## config.mk

```make
export PLATFORM = sky130hd
export DESIGN_NAME = json_string_unescape_flat
export DESIGN_NICKNAME = d
export VERILOG_FILES = /design/src/rtl/jsu_pkg.sv /design/src/rtl/jsu_if.sv /design/src/rtl/jsu_decode.sv /design/src/rtl/json_string_unescape.sv /design/src/flat_wrapper.sv
export SDC_FILE = /design/constraint.sdc
export NUM_CORES = 1
export LEC_CHECK = 0
export ABC_AREA = 1
export ABC_CLOCK_PERIOD_IN_PS = 2370
export BUFFER_PORTS_ARGS = -buffer_cell sky130_fd_sc_hd__buf_2
export CORE_MARGIN = 1
export CORE_UTILIZATION = 30
export CTS_CLUSTER_SIZE = 30
export DETAILED_ROUTE_END_ITERATION = 7
export HOLD_SLACK_MARGIN = 0.12
export PLACE_DENSITY_LB_ADDON = 0.2
export SYNTH_ARGS = -nofsm -noshare
export SYNTH_HDL_FRONTEND = slang
export SYNTH_SLANG_ARGS = --single-unit
```

## constraint.sdc

```tcl
create_clock -name clk -period 2.37 [get_ports clk]
set_clock_uncertainty 0.15 [all_clocks]
set_input_delay 0.1185 -clock clk [delete_from_list [all_inputs] [get_ports clk]]
set_output_delay 0.1185 -clock clk [all_outputs]
set_load 0.01 [all_outputs]
```

## src/rtl/jsu_pkg.sv

```systemverilog
package jsu_pkg;

    localparam logic [1:0] KIND_BYTE  = 2'd0;
    localparam logic [1:0] KIND_CLOSE = 2'd1;
    localparam logic [1:0] KIND_ERROR = 2'd2;

    localparam logic [2:0] ERR_NONE         = 3'd0;
    localparam logic [2:0] ERR_UNTERMINATED = 3'd1;
    localparam logic [2:0] ERR_TRUNCATED    = 3'd2;
    localparam logic [2:0] ERR_BAD_HEX      = 3'd3;
    localparam logic [2:0] ERR_UNKNOWN_ESC  = 3'd4;

    localparam int unsigned GROUP_DEPTH = 3;

    typedef struct packed {
        logic [1:0]                  count;
        logic [GROUP_DEPTH-1:0][7:0] data;
        logic [1:0]                  kind;
        logic [2:0]                  err;
    } group_t;

    // {valid, value}
    function automatic logic [4:0] hex_value(input logic [7:0] c);
        logic [7:0] t;
        t = 8'h00;
        if (c inside {[8'h30:8'h39]})
        begin
            t = c - 8'h30;
            return {1'b1, t[3:0]};
        end
        else if (c inside {[8'h61:8'h66]})
        begin
            t = c - 8'h57;
            return {1'b1, t[3:0]};
        end
        else if (c inside {[8'h41:8'h46]})
        begin
            t = c - 8'h37;
            return {1'b1, t[3:0]};
        end
        return 5'd0;
    endfunction

endpackage

```

## src/rtl/jsu_if.sv

```systemverilog
interface jsu_in_if;
    logic       valid;
    logic       ready;
    logic [7:0] text_byte;
    logic       text_end;

    modport source (output valid, output text_byte, output text_end, input ready);
    modport sink (input valid, input text_byte, input text_end, output ready);
endinterface

interface jsu_out_if;
    logic       valid;
    logic       ready;
    logic [7:0] out_byte;
    logic [1:0] kind;
    logic [2:0] error_code;
    logic       last;

    modport source (output valid, output out_byte, output kind, output error_code,
                    output last, input ready);
    modport sink (input valid, input out_byte, input kind, input error_code,
                  input last, output ready);
endinterface

```

## src/rtl/jsu_decode.sv

```systemverilog
module jsu_decode
(
    input  logic            clk,
    input  logic            rst_n,
    input  logic            take,
    input  logic [7:0]      text_byte,
    input  logic            text_end,
    output jsu_pkg::group_t grp
);

    localparam logic [2:0] MODE_NORMAL = 3'd0;
    localparam logic [2:0] MODE_ESCAPE = 3'd1;
    localparam logic [2:0] MODE_HEX0   = 3'd2;
    localparam logic [2:0] MODE_HEX3   = 3'd5;

    logic [2:0]  mode_reg;
    logic [2:0]  mode_next;
    logic [15:0] acc_reg;
    logic [15:0] acc_next;
    logic [2:0]  mode_eff;
    logic [4:0]  hv;
    logic [15:0] code;

    assign mode_eff = (mode_reg > MODE_HEX3) ? MODE_NORMAL : mode_reg;
    assign hv       = jsu_pkg::hex_value(text_byte);
    assign code     = {acc_reg[11:0], hv[3:0]};

    always_comb
    begin
        grp       = '0;
        mode_next = mode_reg;
        acc_next  = acc_reg;
        if (text_end)
        begin
            grp.count = 2'd1;
            grp.kind  = jsu_pkg::KIND_ERROR;
            grp.err   = (mode_eff >= MODE_HEX0) ? jsu_pkg::ERR_TRUNCATED
                                                : jsu_pkg::ERR_UNTERMINATED;
            mode_next = MODE_NORMAL;
        end
        else
        begin
            case (mode_eff)
                MODE_NORMAL:
                begin
                    if (text_byte == 8'h22)
                    begin
                        grp.count = 2'd1;
                        grp.kind  = jsu_pkg::KIND_CLOSE;
                    end
                    else if (text_byte == 8'h5C)
                    begin
                        mode_next = MODE_ESCAPE;
                    end
                    else
                    begin
                        grp.count   = 2'd1;
                        grp.data[0] = text_byte;
                    end
                end
                MODE_ESCAPE:
                begin
                    mode_next = MODE_NORMAL;
                    grp.count = 2'd1;
                    case (text_byte)
                        8'h22, 8'h5C, 8'h2F: grp.data[0] = text_byte;
                        8'h62: grp.data[0] = 8'h08;
                        8'h66: grp.data[0] = 8'h0C;
                        8'h6E: grp.data[0] = 8'h0A;
                        8'h72: grp.data[0] = 8'h0D;
                        8'h74: grp.data[0] = 8'h09;
                        8'h75:
                        begin
                            grp.count = 2'd0;
                            acc_next  = 16'h0000;
                            mode_next = MODE_HEX0;
                        end
                        default:
                        begin
                            grp.kind = jsu_pkg::KIND_ERROR;
                            grp.err  = jsu_pkg::ERR_UNKNOWN_ESC;
                        end
                    endcase
                end
                default:
                begin
                    if (!hv[4])
                    begin
                        mode_next = MODE_NORMAL;
                        grp.count = 2'd1;
                        grp.kind  = jsu_pkg::KIND_ERROR;
                        grp.err   = jsu_pkg::ERR_BAD_HEX;
                    end
                    else
                    begin
                        acc_next = code;
                        if (mode_eff != MODE_HEX3)
                        begin
                            mode_next = mode_eff + 3'd1;
                        end
                        else
                        begin
                            mode_next = MODE_NORMAL;
                            if (code < 16'h0080)
                            begin
                                grp.count   = 2'd1;
                                grp.data[0] = code[7:0];
                            end
                            else if (code < 16'h0800)
                            begin
                                grp.count   = 2'd2;
                                grp.data[0] = {3'b110, code[10:6]};
                                grp.data[1] = {2'b10, code[5:0]};
                            end
                            else
                            begin
                                grp.count   = 2'd3;
                                grp.data[0] = {4'b1110, code[15:12]};
                                grp.data[1] = {2'b10, code[11:6]};
                                grp.data[2] = {2'b10, code[5:0]};
                            end
                        end
                    end
                end
            endcase
        end
    end

    always_ff @(posedge clk or negedge rst_n)
    begin
        if (!rst_n)
        begin
            mode_reg <= MODE_NORMAL;
            acc_reg  <= 16'h0000;
        end
        else if (take)
        begin
            mode_reg <= mode_next;
            acc_reg  <= acc_next;
        end
    end

endmodule

```

## src/rtl/json_string_unescape.sv

```systemverilog
// channel  | dir | payload                              | per request
// ---------+-----+--------------------------------------+----------------------------
// text     | in  | text_byte[7:0], text_end             | one raw string body byte
// result   | out | out_byte[7:0], kind[1:0],            | one decoded byte, close
//          |     | error_code[2:0], last                | marker or error
//
// one text request per cycle while text.ready; a request makes 0 to 3 results,
// sent one per cycle while result.ready; a \u escape that yields two or three
// utf-8 bytes holds text off until the result group buffer is on its last entry
// rst_n clears the escape state and empties the result buffer
// result stalls back up into text once the last buffered result is waiting
module json_string_unescape
(
    input  logic       clk,
    input  logic       rst_n,
    jsu_in_if.sink     text,
    jsu_out_if.source  result
);

    jsu_pkg::group_t grp;
    jsu_pkg::group_t grp_reg;
    jsu_pkg::group_t grp_next;
    logic [1:0]      remain_reg;
    logic [1:0]      remain_next;
    logic [1:0]      pos_reg;
    logic [1:0]      pos_next;
    logic            take;
    logic            out_fire;

    assign text.ready = (remain_reg == 2'd0) || ((remain_reg == 2'd1) && result.ready);
    assign take       = text.valid && text.ready;
    assign out_fire   = result.valid && result.ready;

    jsu_decode u_decode
    (
        .clk       (clk),
        .rst_n     (rst_n),
        .take      (take),
        .text_byte (text.text_byte),
        .text_end  (text.text_end),
        .grp       (grp)
    );

    always_comb
    begin
        remain_next = remain_reg;
        pos_next    = pos_reg;
        grp_next    = grp_reg;
        if (take && (grp.count != 2'd0))
        begin
            remain_next = grp.count;
            pos_next    = 2'd0;
            grp_next    = grp;
        end
        else if (out_fire)
        begin
            remain_next = remain_reg - 2'd1;
            pos_next    = pos_reg + 2'd1;
        end
    end

    always_ff @(posedge clk or negedge rst_n)
    begin
        if (!rst_n)
        begin
            remain_reg <= 2'd0;
            pos_reg    <= 2'd0;
        end
        else
        begin
            remain_reg <= remain_next;
            pos_reg    <= pos_next;
        end
    end

    always_ff @(posedge clk)
    begin
        grp_reg <= grp_next;
    end

    assign result.valid      = (remain_reg != 2'd0);
    assign result.out_byte   = grp_reg.data[pos_reg];
    assign result.kind       = grp_reg.kind;
    assign result.error_code = grp_reg.err;
    assign result.last       = (remain_reg == 2'd1);

endmodule

```

## src/flat_wrapper.sv

```systemverilog
// flat-port wrapper written by rule: the top's interface ports become plain ports
module json_string_unescape_flat 
  (clk, rst_n, text_valid, text_text_byte, text_text_end, text_ready, result_valid, result_out_byte, result_kind, result_error_code, result_last, result_ready);
  jsu_in_if text_i ();
  jsu_out_if result_i ();
  input  logic clk;
  input  logic rst_n;
  input wire logic [$bits(text_i.valid)-1:0] text_valid;
  input wire logic [$bits(text_i.text_byte)-1:0] text_text_byte;
  input wire logic [$bits(text_i.text_end)-1:0] text_text_end;
  output wire logic [$bits(text_i.ready)-1:0] text_ready;
  output wire logic [$bits(result_i.valid)-1:0] result_valid;
  output wire logic [$bits(result_i.out_byte)-1:0] result_out_byte;
  output wire logic [$bits(result_i.kind)-1:0] result_kind;
  output wire logic [$bits(result_i.error_code)-1:0] result_error_code;
  output wire logic [$bits(result_i.last)-1:0] result_last;
  input wire logic [$bits(result_i.ready)-1:0] result_ready;
  assign text_i.valid = text_valid;
  assign text_i.text_byte = text_text_byte;
  assign text_i.text_end = text_text_end;
  assign text_ready = text_i.ready;
  assign result_valid = result_i.valid;
  assign result_out_byte = result_i.out_byte;
  assign result_kind = result_i.kind;
  assign result_error_code = result_i.error_code;
  assign result_last = result_i.last;
  assign result_i.ready = result_ready;
  json_string_unescape u_core (.clk(clk), .rst_n(rst_n), .text(text_i), .result(result_i));
endmodule
```

==> metrics <==
PwrDens=948 mW/mm2; syn_nets=385; WL/cell=13.5 um; Final Critical Period=2180 ps; area delta synth->final=15.8%; Final Max Slew Viols=0; largest net degree at the start of global routing=25; Area after DPL=0.00316 mm2; CTS Root Cell=clkbuf_8; sequential share of the synthesized area=44.3%; Lkg Pwr=1.57 nW; gpl congestion=0.923; area of the multi-input gates=0.00134 mm2; status=completed; Clock Latency Late Sink=300 ps; final setup TNS=0 ps; final hold violation count=0; Tcrit/Tclk final=92.0%; Global Route Usage Sum=14.8%; HP Class=in -> reg; drt drc=0; max reg flops=22; nets@finish=419; share of cells above drive strength 1=17.9%; reg2reg path depth=12; final WL=7100 um; Hold Startpoint=text_text_byte[7]; initial antenna violation count=0; Reg-to-Reg Start=u_core.u_decode.mode_reg[1]; post-route ant nets=0; CTS clk-pin slew, worst paths=90 ps; Die Y=100 um; largest buffer count on any clock path=2; Initial DRT Pass Iterations=4; final setup violation count=0; #FFs+latches synth=46; Ys Warns=0; Worst Max-Slew Pin Slew=735 ps; Die Span X=100 um; worst IR drop on VDD=0.317 mV; sequential cell area=0.00129 mm2; reg2reg setup slack=190 ps; CP required=2250 ps; Worst R2R End=u_core.grp_reg[24]; Syn Inst Count=362; Crit. End Element=flip-flop; WS Path Type=reg -> reg; Syn Std Cell Area=0.00290 mm2; DR vias=2429; port bufs=28; row cnt=35; first-pass GRT wire length=11600 um; Max-Cap Viols=0; Synth Area per Inst=8.01 um2; Core Area=0.00928 mm2; Antenna diodes=0; CTS Sinks=46; unrepaired setup endpoints after global routing=no; hold slack=157 ps; hold path depth=3; CTS Buf Count=5; filler instances=993; CTS tree=yes; design area=0.00336 mm2; Max Clock Freq=459 MHz; number of global-route vias before repair=2329; Post-DP HPWL=5510 um; Synth cell types=36; startpoint types=flip-flop; routed vias/inst=4.62; Max FO, Critical Path=12; DR iter-0 viols=197; grt total ovfl=0; htree depth=2; Slew HR=50.8%; Hold Path End=u_core.grp_reg[12]; Top Ports=29; WP data arrival=2060 ps; initial cell density of the core=31.2%; Die Footprint=0.0101 mm2
-- metrics by stage --
step           power, W  instances  utilization, %  worst slack [ps]
6_report        0.00319        526            36.2               190
5_1_grt         0.00345        526            36.2              10.0
4_1_cts         0.00314        522            35.5              99.1
3_5_place_dp    0.00266        510            34.1               104
3_3_place_gp    0.00265        510            34.1               172
2_1_floorplan   0.00223        362               -              89.6
-- worst max-delay path, cell delays in order, from the launching register on --
cell,delay (ps)
dfrtp_1,400
inv_1,80
ha_2,180
inv_1,50
or2_1,250
nor2_4,160
nand2_1,80
nand2_1,70
nand2_1,40
nand2_1,70
nand2_2,80
nand2_4,120
clkbuf_16,170
-- worst max path at each step --
stage / slack, ps / depth (start not counted) / endpoint / from
after global placement: 170 / 12 / u_core.grp_reg[25] / u_core.u_decode.mode_reg[1]
after global routing: 10 / 12 / u_core.grp_reg[24] / u_core.u_decode.mode_reg[2]
after detailed placement: 100 / 10 / u_core.grp_reg[24] / u_core.u_decode.mode_reg[1]
after CTS: 100 / 12 / u_core.grp_reg[11] / u_core.u_decode.mode_reg[1]
after floorplan: 90 / 9 / u_core.grp_reg[10] / u_core.u_decode.mode_reg[1]
final: 190 / 12 / u_core.grp_reg[24] / u_core.u_decode.mode_reg[1]
-- cells in the final DEF, fill, tap and decap left out, types with 2 or more instances in the layout --
master	synthesis	routed
inv_2	5	6
nand2_2	5	4
nor2_4	4	5
buf_4	5	6
nand3_2	2	2
buf_2	0	28
nand4_1	5	5
and2_1	2	2
nor2_1	44	44
clkbuf_8	0	5
nand2_1	74	73
o21ai_1	2	2
nand2_4	3	5
o21ai_0	13	13
inv_1	50	49
edfxtp_1	27	27
o22ai_1	18	18
nand3_1	29	29
dfrtp_1	19	19
ha_1	10	9
dlygate4sd3_1	0	4
o31ai_1	9	9
a21oi_1	12	12
nor3_1	2	2
nor2_2	3	2
-- per-layer routing --
metal | up-vias | track usage [%] | share of wire [%]
li1 | 1259 | - | -
met1 | 1110 | 20.5 | 51
met2 | 52 | 23.7 | 44
met3 | 8 | 2.09 | 3.3
met4 | 0 | 5.13 | 1.4
met5 | - | 0 | 0
-- final cells by class --
class,instances,area share [%]
multi-input cells,247,39.9
flip-flops and latches,46,38.3
repair buffers,40,8.04
inverters,56,6.26
well taps,129,4.80
clock buffers,5,2.05
clock inverters,3,0.633
-- cells in the mapped netlist --
cell type | count | area (um2)
buf_1 | 1 | 3.75
edfxtp_1 | 27 | 811
clkbuf_1 | 5 | 18.8
buf_6 | 2 | 22.5
or2_0 | 1 | 6.26
dfrtp_1 | 19 | 475
nand3b_1 | 1 | 7.51
o21ai_0 | 13 | 65.1
nor2_8 | 1 | 20.0
inv_1 | 50 | 188
o21ai_1 | 2 | 10.0
nand2_2 | 5 | 31.3
nor3_1 | 2 | 10.0
buf_4 | 5 | 37.5
nand2_4 | 3 | 33.8
ha_1 | 10 | 125
a21oi_1 | 12 | 60.1
nand4_1 | 5 | 31.3
nor4_1 | 1 | 6.26
o22ai_1 | 18 | 113
nand2_1 | 74 | 278
o211ai_1 | 1 | 7.51
clkinv_1 | 1 | 3.75
inv_2 | 5 | 18.8
nand3_1 | 29 | 145
o31ai_1 | 9 | 67.6
nor2_1 | 44 | 165
nor3_2 | 1 | 10.0
and2_1 | 2 | 12.5
xnor2_1 | 1 | 8.76
nor2_2 | 3 | 18.8
o21a_1 | 1 | 7.51
xor2_1 | 1 | 8.76
nand3_2 | 2 | 20.0
nor2_4 | 4 | 45.0
a22oi_1 | 1 | 7.51
-- logic make-up after synthesis --
family          after synthesis  share of synthesized area, %
buf+inv                      69                          10.1
flops                        46                          44.3
fa+ha+maj                    10                          4.31
xor+xnor                      2                         0.604
simple gates                178                          29.0
compound gates               57                          11.6
-- where the power goes --
part / switching [W] / leakage, nW / total (W) / internal [W]
combinational: 0.000859 / 1.04 / 0.00137 / 0.000512
sequential: 0.000182 / 0.480 / 0.00133 / 0.00115
clock: 0.000272 / 0.0441 / 0.000480 / 0.000207
-- repair_timing --
item                       4_1_cts  5_1_grt
gates resized for setup          0        7
setup buffers                    0        3
hold buffers                     4        0
hold endpoints to repair        26        0
setup endpoints to repair        0       30
Power figures use the tool's default switching activity.
